$ cat src/rtl/npmq_pkg.sv
// shared constants, types and codes for the negacyclic polynomial multiplier
package npmq_pkg;

  localparam int COEFFS     = 8;
  localparam int COEF_BITS  = 18;
  localparam int MOD_BITS   = 18;
  localparam int IDX_BITS   = $clog2(COEFFS);
  localparam int CNT_BITS   = $clog2(COEFFS + 1);
  localparam int BREG_BITS  = COEF_BITS + 1;
  localparam int PROD_BITS  = COEF_BITS + BREG_BITS;
  localparam int ACC_BITS   = PROD_BITS + IDX_BITS;
  localparam int STEP_BITS  = $clog2(ACC_BITS + 1);

  localparam logic [MOD_BITS-1:0] MODULUS_RESET = MOD_BITS'(97);

  typedef enum logic [2:0] {
    ST_LOAD,
    ST_MAC,
    ST_PREP,
    ST_REDUCE,
    ST_FIX,
    ST_DRAIN
  } state_t;

  typedef struct packed {
    logic mul;
    logic clear;
    logic acc;
    logic prep;
    logic shift;
    logic fix;
    logic drain;
  } cell_ctrl_t;

endpackage

$ cat src/rtl/npmq_cell.sv
// one cell of the chain: operand pair, exact accumulator, serial modular reducer
module npmq_cell import npmq_pkg::*; (
  input  logic                        clk,
  input  logic                        rst,
  input  cell_ctrl_t                  ctrl,
  input  logic                        load_sel,
  input  logic signed [COEF_BITS-1:0] a_load,
  input  logic signed [COEF_BITS-1:0] b_load,
  input  logic signed [COEF_BITS-1:0] a_up,
  input  logic signed [COEF_BITS-1:0] a_bcast,
  input  logic signed [BREG_BITS-1:0] b_prev,
  input  logic signed [COEF_BITS-1:0] res_up,
  input  logic        [MOD_BITS-1:0]  modulus,
  output logic signed [COEF_BITS-1:0] a_out,
  output logic signed [BREG_BITS-1:0] b_out,
  output logic signed [COEF_BITS-1:0] res_out
);

  logic signed [COEF_BITS-1:0] areg;
  logic signed [BREG_BITS-1:0] breg;
  logic signed [PROD_BITS-1:0] prod;
  logic signed [ACC_BITS-1:0]  acc;
  logic        [MOD_BITS-1:0]  rem;
  logic                        neg;
  logic signed [COEF_BITS-1:0] res;

  logic        [MOD_BITS:0]    trial;
  logic        [MOD_BITS:0]    mod_ext;
  logic        [MOD_BITS-1:0]  rem_next;
  logic        [MOD_BITS-1:0]  rem_fold;
  logic        [MOD_BITS-1:0]  half;
  logic        [MOD_BITS:0]    centred;
  logic signed [COEF_BITS-1:0] res_next;

  // restoring reduction step, one magnitude bit per cycle
  always_comb begin
    mod_ext  = {1'b0, modulus};
    trial    = {rem, acc[ACC_BITS-1]};
    rem_next = (trial >= mod_ext) ? MOD_BITS'(trial - mod_ext) : trial[MOD_BITS-1:0];
  end

  // sign fold and centring
  always_comb begin
    rem_fold = (neg && rem != '0) ? modulus - rem : rem;
    half     = (modulus - MOD_BITS'(1)) >> 1;
    centred  = (rem_fold > half) ? {1'b0, rem_fold} - mod_ext : {1'b0, rem_fold};
    res_next = (modulus == '0) ? '0 : COEF_BITS'($signed(centred));
  end

  always_ff @(posedge clk) begin
    if (rst) begin
      areg <= '0;
      breg <= '0;
      acc  <= '0;
    end else begin
      if (load_sel) begin
        areg <= a_load;
        breg <= BREG_BITS'(b_load);
      end else if (ctrl.mul) begin
        areg <= a_up;
        breg <= ctrl.clear ? '0 : b_prev;
      end
      priority if (ctrl.acc) begin
        acc <= acc + ACC_BITS'(prod);
      end else if (ctrl.prep) begin
        acc <= acc[ACC_BITS-1] ? -acc : acc;
      end else if (ctrl.shift) begin
        acc <= acc << 1;
      end
    end
  end

  always_ff @(posedge clk) begin
    if (ctrl.mul) begin
      prod <= a_bcast * breg;
    end
    if (ctrl.prep) begin
      neg <= acc[ACC_BITS-1];
      rem <= '0;
    end else if (ctrl.shift) begin
      rem <= rem_next;
    end
    if (ctrl.fix) begin
      res <= res_next;
    end else if (ctrl.drain) begin
      res <= res_up;
    end
  end

  assign a_out   = areg;
  assign b_out   = breg;
  assign res_out = res;

endmodule

$ cat config.mk
export PLATFORM = sky130hd
export DESIGN_NAME = npmq_cell
export DESIGN_NICKNAME = d
export VERILOG_FILES = /design/src/rtl/npmq_pkg.sv /design/src/rtl/npmq_cell.sv
export SDC_FILE = /design/constraint.sdc
export NUM_CORES = 2
export LEC_CHECK = 0
export ABC_AREA = 0
export CORE_AREA = 2 2 418 213
export DETAILED_ROUTE_END_ITERATION = 10
export DIE_AREA = 0 0 420 215
export DONT_BUFFER_PORTS = 1
export SETUP_SLACK_MARGIN = 0.05
export SYNTH_ARGS = -nofsm -noshare
export SYNTH_HDL_FRONTEND = slang
export SYNTH_SLANG_ARGS = --single-unit
$ cat constraint.sdc
create_clock -name clk -period 24.7 [get_ports clk]
set_clock_uncertainty 0.1 [all_clocks]
set_input_delay 7.41 -clock clk [delete_from_list [all_inputs] [get_ports clk]]
set_output_delay 7.41 -clock clk [all_outputs]
set_load 0.02 [all_outputs]
==> reports/results.ini <==
[setup_path]
r2r-start=b_out[8]
startpoint_type=input port
crit_type=input port to register
endpoint_kind=register
worstPathArrival_ns=13.90
required_ns=24.84
worstSetupStartpoint=a_bcast[17]
crit_fanout=18

[place]
place_inst=4123
place_hpwl_um=59000
io_buffers=0
placed_cell_area_um2=26900
dp_slack_ns=10.62
place_congestion=0.895

[floorplan]
io_pins=192
die_x_um=420
die_y_um=215
initial_core_util_pct=29.6
core_area_um2=87000
num_rows=77
dieArea_um2=90300

[clock_network]
clk_latency_ns=0.50
clockBufferDepth=2
clk_pin_slew_worst_paths_ns=0.07
cts_buffers=17
cts_hold_buffers=0
cts_max_level=4
cts-root-buf=clkbuf_16
cts_tree=done
cts_setup_buffers=0
ctsResizeCount=0
cts_sinks=151

[synthesis]
synth.area.mux_share_pct=2.43
yosys.area.top_type_share_pct=27.1
synthesis.area_um2=25700
synth.largest_area_cell=fa_1
yosys.area_share.simple_pct=18.2
ys_top_cells_by_area=fa_1, ha_1, dfxtp_1
synth_fa_ha_area_share_pct=37.1
yosys_warnings=0
syn_avg_cell_area_um2=8.47
synth-edff-count=56
synth_compound_area_share_pct=15.0
synth_top_family_by_area=adder cells
ys_seq_elements=151
ys_seq_area_share_pct=13.9
synth_xor_area_share_pct=4.22
ys_types=90
async_flop_share_pct=0
syn_inst=3041
synth.net_count=3732
synth_flop_cell=dfxtp_1

[grt]
grtUsageTotal_pct=17.1
grt_max_degree=94
overflow=0
grt_pass1_vias=20390
antenna_found_initial=3
grt_pass1_wl_um=121000

[detailed_routing]
drt_wl_total_um=74200
top_layer=met4
wl_met2_um=27100
ant_nets=0
first_pass_iters=5
drc=0
wl_per_cell_um=17.8
m1WireLength_um=39600
routed-wl-met3_um=6710
drt-initial-drc-count=2376
num_vias=20819
viasPerCell=5.01

[sta]
slew_viol_final=0
slew_headroom_pct=20.1
fin_crit_sh_pct=55.7
setup_ws_ns=10.94
rsz0062_at_grt=no
final_hold_viol_count=0
finalSetupViolations=0
whs_ns=0.440
setup_tns_ns=0
tightest_slew_ns=1.20
fmaxAchievable_ghz=0.0727
min_period_ns=13.76

[cells_and_area]
regArea_um2=3580
multi_input_area_um2=19800
fillers=9098
syn_to_final_growth_pct=6.80
fin_cells=4157
drive_gt1_share_pct=2.90
fin_nets=3648
final_area_um2=27500

[min_path]
min-delay-start=rem[5]
min_path_type=register to register

[run_status]
status=finished, final reports clean

[power]
max-vdd-ir-drop_mv=0.124
p_per_area_nw_per_um2=108
p_leak_uw=0.0125

[run]
max_cap_viol_count=0

==> logic make-up (layout without fill, tap and decap cells) <==
group / after synthesis / after routing
buffers and inverters: 618 / 547
muxes: 62 / 62
AOI/OAI and AO/OA: 588 / 588
xor gates and xnor gates: 124 / 124
and+or+nand+nor: 944 / 944
other: 0 / 2
adders and majority gates: 554 / 554
DFF: 151 / 151
==> sequential cells by signal, indices dropped and copies added (netlist names) <==
name,flops
acc,40
prod,37
b_out,19
a_out,18
rem,18
res_out,18
neg,1
==> metal layers <==
metal  up-vias  track usage, %
met1     10166            28.2
met4         0            2.76
met5         -               0
met2       707            21.5
met3        51            4.63
li1       9895               -
==> power breakdown <==
| group | internal [uW] | total, uW | switching, uW |
|---|---|---|---|
| clock | 146 | 279 | 133 |
| combinational | 928 | 2200 | 1270 |
| sequential | 401 | 487 | 86.7 |
| total | 1470 | 2960 | 1490 |
==> per-stage QoR <==
stage / util [%] / total power [uW]
after floorplan: - / 2190
after global placement: 30.9 / 2650
after detailed placement: 30.9 / 2660
after CTS: 31.6 / 2960
after global routing: 31.6 / 3320
final: 31.6 / 2960
==> final cells by class <==
class | count | area share (%)
well taps | 1185 | 5.39
inverters | 493 | 6.73
multi-input cells | 2272 | 72.1
diodes | 2 | 0.0182
flip-flops and latches | 151 | 13.0
repair buffers | 22 | 0.601
clock buffers | 22 | 1.82
clock inverters | 10 | 0.282
==> worst paths after layout <==
kind | end | slack [ns] | cells past startpoint
max | prod[36] | 10.94 | 19
min | rem[5] | 0.44 | 2
max reg2reg | prod[36] | 17.07 | 20
min reg2reg | rem[5] | 0.44 | 2
==> worst max-delay path, cell delays in order <==
cell and delay (ns):
clkinv_1 0.53, nor2_1 0.35, fa_1 0.47, fa_1 0.47, fa_1 0.52, fa_1 0.44
fa_1 0.49, inv_1 0.05, fa_1 0.47, inv_1 0.05, ha_1 0.34, a21oi_1 0.22
nand2_1 0.08, a21o_1 0.20, o311ai_1 0.83, a41oi_1 0.35, a311oi_1 0.35, o21bai_1 0.10
xnor2_1 0.14
==> Yosys cell counts (56+ instances only) <==
library cell  number
clkbuf_1         116
dfxtp_1           95
a21oi_1          170
o21ai_0           99
nor2_1           240
nand2_1          247
mux2i_1           57
xnor2_1           83
and2_1           175
edfxtp_1          56
fa_1             349
inv_1            487
ha_1             205
==> layout by cell type (no fill, tap or decap), types with 52 or more instances in the layout <==
| cell | count |
|---|---|
| a21oi_1 | 170 |
| fa_1 | 349 |
| ha_1 | 205 |
| mux2i_1 | 57 |
| nor3_1 | 52 |
| xnor2_1 | 83 |
| nor2_1 | 240 |
| dfxtp_1 | 95 |
| nand2_1 | 247 |
| o21ai_0 | 99 |
| edfxtp_1 | 56 |
| and2_1 | 175 |
| inv_1 | 487 |
(Power assumes the default switching activity.)
