### src/rtl/npmq_pkg.sv
// shared constants, types and codes for the negacyclic polynomial multiplier
package npmq_pkg;

  localparam int COEFFS     = 8;
  localparam int COEF_BITS  = 18;
  localparam int MOD_BITS   = 18;
  localparam int IDX_BITS   = $clog2(COEFFS);
  localparam int CNT_BITS   = $clog2(COEFFS + 1);
  localparam int BREG_BITS  = COEF_BITS + 1;
  localparam int PROD_BITS  = COEF_BITS + BREG_BITS;
  localparam int ACC_BITS   = PROD_BITS + IDX_BITS;
  localparam int STEP_BITS  = $clog2(ACC_BITS + 1);

  localparam logic [MOD_BITS-1:0] MODULUS_RESET = MOD_BITS'(97);

  typedef enum logic [2:0] {
    ST_LOAD,
    ST_MAC,
    ST_PREP,
    ST_REDUCE,
    ST_FIX,
    ST_DRAIN
  } state_t;

  typedef struct packed {
    logic mul;
    logic clear;
    logic acc;
    logic prep;
    logic shift;
    logic fix;
    logic drain;
  } cell_ctrl_t;

endpackage

### src/rtl/npmq_seq.sv
// sequencer: load count, phase state machine and cell control
module npmq_seq import npmq_pkg::*; (
  input  logic              clk,
  input  logic              rst,
  input  logic              in_valid,
  input  logic              in_last,
  output logic              in_stall,
  input  logic              out_stall,
  output logic              out_valid,
  output logic              out_last,
  output cell_ctrl_t        ctrl,
  output logic [COEFFS-1:0] load_sel
);

  state_t               state, state_next;
  logic [STEP_BITS-1:0] step, step_next;
  logic [CNT_BITS-1:0]  load_count, load_count_next;
  logic                 pending, pending_next;
  logic                 accept;

  always_ff @(posedge clk) begin
    if (rst) begin
      state      <= ST_LOAD;
      step       <= '0;
      load_count <= '0;
      pending    <= 1'b0;
    end else begin
      state      <= state_next;
      step       <= step_next;
      load_count <= load_count_next;
      pending    <= pending_next;
    end
  end

  always_comb begin
    state_next      = state;
    step_next       = step;
    load_count_next = load_count;
    pending_next    = pending;
    ctrl            = '0;
    out_valid       = 1'b0;
    out_last        = 1'b0;
    load_sel        = '0;
    in_stall        = !((state == ST_LOAD || state == ST_DRAIN) && !pending);
    accept          = in_valid && !in_stall;

    // pairs beyond the store depth are dropped
    if (accept && load_count < CNT_BITS'(COEFFS)) begin
      load_sel        = COEFFS'(1) << load_count[IDX_BITS-1:0];
      load_count_next = load_count + 1'b1;
    end

    unique case (state)
      ST_LOAD: begin
        if (accept && in_last) begin
          state_next = ST_MAC;
          step_next  = '0;
        end
      end
      ST_MAC: begin
        ctrl.mul   = step < STEP_BITS'(COEFFS);
        ctrl.clear = step == STEP_BITS'(COEFFS - 1);
        ctrl.acc   = step != '0;
        if (step == STEP_BITS'(COEFFS - 1)) begin
          load_count_next = '0;
        end
        if (step == STEP_BITS'(COEFFS)) begin
          state_next = ST_PREP;
          step_next  = '0;
        end else begin
          step_next = step + 1'b1;
        end
      end
      ST_PREP: begin
        ctrl.prep  = 1'b1;
        state_next = ST_REDUCE;
        step_next  = '0;
      end
      ST_REDUCE: begin
        ctrl.shift = 1'b1;
        if (step == STEP_BITS'(ACC_BITS - 1)) begin
          state_next = ST_FIX;
          step_next  = '0;
        end else begin
          step_next = step + 1'b1;
        end
      end
      ST_FIX: begin
        ctrl.fix   = 1'b1;
        state_next = ST_DRAIN;
        step_next  = '0;
      end
      ST_DRAIN: begin
        out_valid = 1'b1;
        out_last  = step == STEP_BITS'(COEFFS - 1);
        if (accept && in_last) begin
          pending_next = 1'b1;
        end
        if (!out_stall) begin
          ctrl.drain = 1'b1;
          if (out_last) begin
            state_next   = (pending || (accept && in_last)) ? ST_MAC : ST_LOAD;
            pending_next = 1'b0;
            step_next    = '0;
          end else begin
            step_next = step + 1'b1;
          end
        end
      end
      default: begin
        state_next = ST_LOAD;
      end
    endcase
  end

endmodule

### config.mk
export PLATFORM = sky130hd
export DESIGN_NAME = npmq_seq
export DESIGN_NICKNAME = d
export VERILOG_FILES = /design/src/rtl/npmq_pkg.sv /design/src/rtl/npmq_seq.sv
export SDC_FILE = /design/constraint.sdc
export NUM_CORES = 1
export LEC_CHECK = 0
export ABC_AREA = 1
export CORE_MARGIN = 4
export CORE_UTILIZATION = 55
export CTS_BUF_LIST = sky130_fd_sc_hd__clkbuf_8 sky130_fd_sc_hd__clkbuf_16
export DETAILED_ROUTE_END_ITERATION = 10
export DONT_BUFFER_PORTS = 1
export PLACE_DENSITY = 0.79
export SLEW_MARGIN = 20
export SYNTH_ARGS = -nofsm -noshare
export SYNTH_HDL_FRONTEND = slang
export SYNTH_SLANG_ARGS = --single-unit
### constraint.sdc
create_clock -name clk -period 4.12 [get_ports clk]
set_input_delay 0.412 -clock clk [delete_from_list [all_inputs] [get_ports clk]]
set_output_delay 0.412 -clock clk [all_outputs]
set_load 0.01 [all_outputs]
==> results of run 1 <==
-- flip-flops by register name, summed over array words and instances, names as in the netlist --
| name | cells |
|---|---|
| step | 6 |
| load_count | 4 |
| state | 3 |
| pending | 1 |
-- per-stage QoR --
step | util [%] | cell area [um^2] | power [mW]
floorplan | - | 1107 | 0.5276
global placement | 61.92 | 1127 | 0.5733
detailed placement | 61.92 | 1127 | 0.5873
CTS | 64.19 | 1169 | 0.7012
global route | 64.19 | 1169 | 0.7649
finish | 64.19 | 1169 | 0.6958
-- cell usage in the layout, fill, tap and decap left out, drive strengths merged, types with 2 or more instances in the layout --
cell type	instances
nor2	30
o21ai	6
clkbuf	3
a21oi	8
nand2	34
nor3	7
dfxtp	14
nand3	18
nand4	2
inv	29
ha	8
-- where the power goes --
part	leakage (nW)	switching [mW]	internal (mW)	total, mW
registers	0.115	0.0435	0.168	0.212
logic	0.417	0.253	0.119	0.372
clock network	0.0216	0.0473	0.0647	0.112
-- per-layer routing --
| metal | GRT usage (%) | vias to the layer above | part of all wire (%) |
|---|---|---|---|
| met5 | 0 | - | 0 |
| met4 | 7.660 | 0 | 1.5 |
| met3 | 5.915 | 4 | 7.3 |
| met2 | 31.61 | 28 | 46 |
| met1 | 22.13 | 467 | 45 |
| li1 | - | 530 | - |
-- how the worst max path moves through the flow --
stage	slack, ps	to
6_report	2070	load_sel[5]
4_1_cts	2060	load_sel[2]
5_1_grt	1940	load_sel[0]
3_3_place_gp	2390	load_sel[1]
2_1_floorplan	2400	load_sel[0]
3_5_place_dp	2330	load_sel[2]
-- cell families after synthesis --
group / after synthesis / share of synthesized area [%]
and+or+nand+nor: 93 / 44.41
buffers and inverters: 30 / 10.85
AOI/OAI and AO/OA: 19 / 9.606
DFF: 14 / 25.31
adders and majority gates: 8 / 9.040
xor gates and xnor gates: 1 / 0.7911
-- worst max-delay path, delay by kind of cell, from the launching register on --
family	cells	cell delay (ps)
and+or+nand+nor	6	900
DFF	1	380
buffers and inverters	1	100
-- final cells by class --
type | count | area, um^2 | share of cell area, %
clock buffers | 3 | 41.29 | 3.533
inverters | 29 | 108.9 | 9.315
multi-input cells | 121 | 706.9 | 60.49
flip-flops and latches | 14 | 280.3 | 23.98
well taps | 25 | 31.28 | 2.677
==> impl_metrics.toml, run 1 <==
[timing]
hold_viol = 0
finalSetupTns_ps = 0
drv_slew = 0
holdWs_ps = 228.6
tightest_slew_ps = 375.0
fin_crit_sh_pct = 49.72
slew_headroom_pct = 74.80
rsz0062_at_grt = "false"
skew_ps = 5.036
setup_viol = 0
setup_ws_ps = 2072
min_period_ps = 2048
max_freq_ghz = 0.4882

[synthesis]
synth_area_leaders = "dfxtp_1 25%, nand2_1 9.8%, ha_1 9.0%"
synth_fp_nets = 178
yosys_warnings = 0
synth_seq_cells = 14
syn_area_per_cell_um2 = 6.711
synth_common_cells = "29 x nand2_1, 25 x nor2_1, 24 x inv_1"
synth.most_common_cell = "nand2_1"
ys.flop_type = "dfxtp_1"
synth-async-reset-ratio_pct = 0
yosysSeqAreaShare_pct = 25.31
synth_top_area_share_pct = 25.31
ys_types = 27
syn-cell-area_um2 = 1107
yosysTopAreaCell = "dfxtp_1"
synth_edf_count = 0
syn_inst = 165

[flow_run]
cap_violations = 0

[route]
drt_drc_violations_left = 0
vias = 1029
drtIter0Drc = 27
vias_per_cell = 5.359
antenna_left = 0
first_pass_iters = 4
wirelength_um = 2260
wl_per_cell_um = 11.77

[min_path]
holdPathStages = 1
holdPathEnd = "state[1]"
hold_path_class = "in -> reg"
worstHoldStart = "rst"

[grt]
first_global_vias = 875
grt_max_degree = 12
antenna_found_initial = 0
grt_usage_pct = 18.89
grt_overflow = 0
grt_first_pass_wirelength_um = 3822

[power_and_ir_drop]
power.leakage_nw = 0.5531
irDropWorstVdd_mv = 0.3262
power.density_nw_per_um2 = 595.4

[finish]
layout.cells.non_filler = 192
area_delta_synth_final_pct = 5.537
antenna_cells = 0
fillCellCount = 177
drive_gt1_share_pct = 14.37
layout.nets = 182

[setup_path]
end_kind = "primary output"
critical_path.max_stage_delay_ps = 380
r2r_end = "state[0]"
worstPathRequired_ps = 3710
path_cells = "nor2_2 > nand2_1 > nand2_4 > nand3_4 > nor2_4 > inv_2 > nor3_1"
cp-startpoint = "state[0]"
timing.rr.start = "step[1]"
reg2regPathDepth = 10
start_kind = "flip-flop"
critPathMaxFanout = 11
worstPathArrival_ps = 1640
cpMaxStageDelayCell = "dfxtp_1"
ff2ff_setup_slack_ps = 2470
crit_type = "reg -> out"

[clocking]
cts_sinks = 14
cts_tree = "done"
insertion_delay_ps = 250
ctsHtreeMaxLevel = 1
cts_resized = 0
path_clk_slew_ps = 60
cts_root_buffer = "clkbuf_8"
clockBufferDepth = 2
cts_buffers = 3
cts_hold_buf = 0
postCtsSetupBuffers = 0

[place]
dp_worst_setup_slack_ps = 2333
io_buffers = 0
dpl.cell_count = 189
place_hpwl_um = 1865
routabilityCongestion = 0.7995

[floorplanning]
rows = 15
initial_core_util_pct = 60.82
die_x_um = 52.87
ios = 23
die_h_um = 52.87
die_area_um2 = 2795
core_area_um2 = 1821

[run_status]
status = "complete, no violations"
Power figures use the tool's default switching activity.
==> inputs of run 2 (changes only) <==
--- a/config.mk
+++ b/config.mk
@@ -11,7 +11,7 @@
 export CTS_BUF_LIST = sky130_fd_sc_hd__clkbuf_8 sky130_fd_sc_hd__clkbuf_16
 export DETAILED_ROUTE_END_ITERATION = 10
 export DONT_BUFFER_PORTS = 1
-export PLACE_DENSITY = 0.79
+export PLACE_DENSITY = 0.82
 export SLEW_MARGIN = 20
 export SYNTH_ARGS = -nofsm -noshare
 export SYNTH_HDL_FRONTEND = slang
==> constraint.sdc (replaced) <==
create_clock -name clk -period 1.85 [get_ports clk]
set_input_delay 0.185 -clock clk [delete_from_list [all_inputs] [get_ports clk]]
set_output_delay 0.185 -clock clk [all_outputs]
set_load 0.01 [all_outputs]
==> run 2 against run 1 <==
- critical path depth increased by 2
- largest power group unchanged
- register-to-register slack got worse by 2400 ps
- largest cell class unchanged
- critical path type is now reg -> reg
- final cell count increased by 1.6%
==> impl_metrics.toml, run 2 (synthesized netlist as in run 1, its figures left out) <==
[setup_path]
worstPathRequired_ps = 2020
crit_top_cell = "nand2_1"
crit_type = "reg -> reg"
worstPathArrival_ps = 1960
cp-startpoint = "step[1]"
critical_path.max_stage_delay_ps = 370
start_kind = "flip-flop"
timing.rr.start = "step[1]"
critPathMaxFanout = 5
path_delay_family = "simple AND/OR/NAND/NOR gates"
cpMaxStageDelayCell = "dfxtp_1"
end_kind = "flip-flop"
path_buf_inv = 0
path_cells = "ha_1 > nand2_2 > nor2_2 > nand2_1 > nand2_1 > nand3_2 > nor2_4 > nand3_1 > a21oi_2"

[route]
wirelength_um = 2762
drt_drc_violations_left = 0
wl_per_cell_um = 14.16
drtIter0Drc = 48
antenna_left = 0
vias_per_cell = 5.636
first_pass_iters = 4
vias = 1099

[timing]
max_freq_ghz = 0.5610
rsz0062_at_grt = "true"
setup_ws_ps = 67.55
tightest_slew_ps = 374.4
skew_ps = 2.447
drv_slew = 0
setup_viol = 0
fin_crit_sh_pct = 96.35
finalSetupTns_ps = 0
min_period_ps = 1782
holdWs_ps = 9.382
hold_viol = 0
slew_headroom_pct = 75.01

[clocking]
insertion_delay_ps = 250
clockBufferDepth = 2
postCtsSetupBuffers = 0
cts_root_buffer = "clkbuf_8"
ctsHtreeMaxLevel = 1
cts_tree = "done"
path_clk_slew_ps = 60
cts_sinks = 14
cts_buffers = 3

[place]
io_buffers = 0
dp_worst_setup_slack_ps = 218.4
place_hpwl_um = 1924
routabilityCongestion = 0.8440

[run_status]
status = "complete, no violations"

[finish]
fin_util_pct = 68.93
reg.largest.list = "step x6, load_count x4, state x3"
top_register = "step"
largest_register_ffs = 6
area_delta_synth_final_pct = 13.33
antenna_cells = 0
fillCellCount = 152
layout.nets = 184
final_common_cell = "nand2_1"
drive_gt1_share_pct = 21.18
final_cell_mix = "29 x nand2_1, 25 x nor2_1, 23 x inv_1"

[grt]
grt_max_degree = 12
first_global_vias = 965
grt_first_pass_wirelength_um = 4305
grt_overflow = 0
antenna_found_initial = 0
grt_usage_pct = 21.37

[min_path]
hold_path_class = "in -> reg"
worstHoldStart = "rst"

[flow_run]
cap_violations = 0

[floorplanning]
die_x_um = 52.87
initial_core_util_pct = 60.82
die_area_um2 = 2795
ios = 23
core_area_um2 = 1821
rows = 15
die_h_um = 52.87

[power_and_ir_drop]
power.density_nw_per_um2 = 1362
irDropWorstVdd_mv = 0.7769
power.leakage_nw = 0.5853
==> run 2: changes by cell type in the layout (fill, tap and decap cells not counted), sizes merged <==
cell         delta
buf             +1
clkbuf          +1
dlygate4sd3     +1
==> run 2: worst reg2reg max path: stages, from the launching register on <==
cell and delay, ps:
dfxtp_1 370, ha_1 230, nand2_2 100, nor2_2 130
nand2_1 120, nand2_1 110, nand3_2 150, nor2_4 150
nand3_1 150, a21oi_2 200
==> run 2: power breakdown <==
part / switching, mW / internal, mW
sequential: 0.112 / 0.378
combinational: 0.633 / 0.281
clock: 0.116 / 0.189
==> run 2: path summary, 6_finish.rpt <==
kind	endpoint	slack, ps	cells past startpoint
worst max register to register	state[1]	70	9
worst min register to register	load_count[0]	530	2
worst max-delay path	state[1]	70	9
worst min-delay path	pending	9	1
==> run 2: layout make-up <==
cell class / count / area [um^2] / area share, %
clock buffer: 4 / 55.05 / 4.387
timing repair buffer: 2 / 17.52 / 1.396
multi-input combinational: 121 / 759.5 / 60.52
sequential: 14 / 282.8 / 22.53
inverter: 29 / 108.9 / 8.674
tap: 25 / 31.28 / 2.493
==> run 2: repair_timing <==
| item | in CTS | in global routing |
|---|---|---|
| setup endpoints to repair | 6 | 9 |
| hold buffers | 0 | 1 |
| cloned | 0 | 0 |
| hold endpoints to repair | 0 | 2 |
| resized for setup | 2 | 11 |
==> run 2: per-stage QoR <==
step	total power, mW	instance area (um^2)	cells
3_3_place_gp	1.268	1135	190
5_1_grt	1.866	1255	195
6_report	1.709	1255	195
2_1_floorplan	1.175	1107	165
3_5_place_dp	1.308	1135	190
4_1_cts	1.631	1200	194
==> run 2: routing by layer <==
metal / routed length, um / vias to the layer above / global-route usage [%]
met3: 199 / 7 / 4.789
met1: 1077 / 494 / 23.17
met4: 77 / 0 / 11.06
li1: - / 535 / -
met5: 0 / - / 0
met2: 1408 / 63 / 38.22
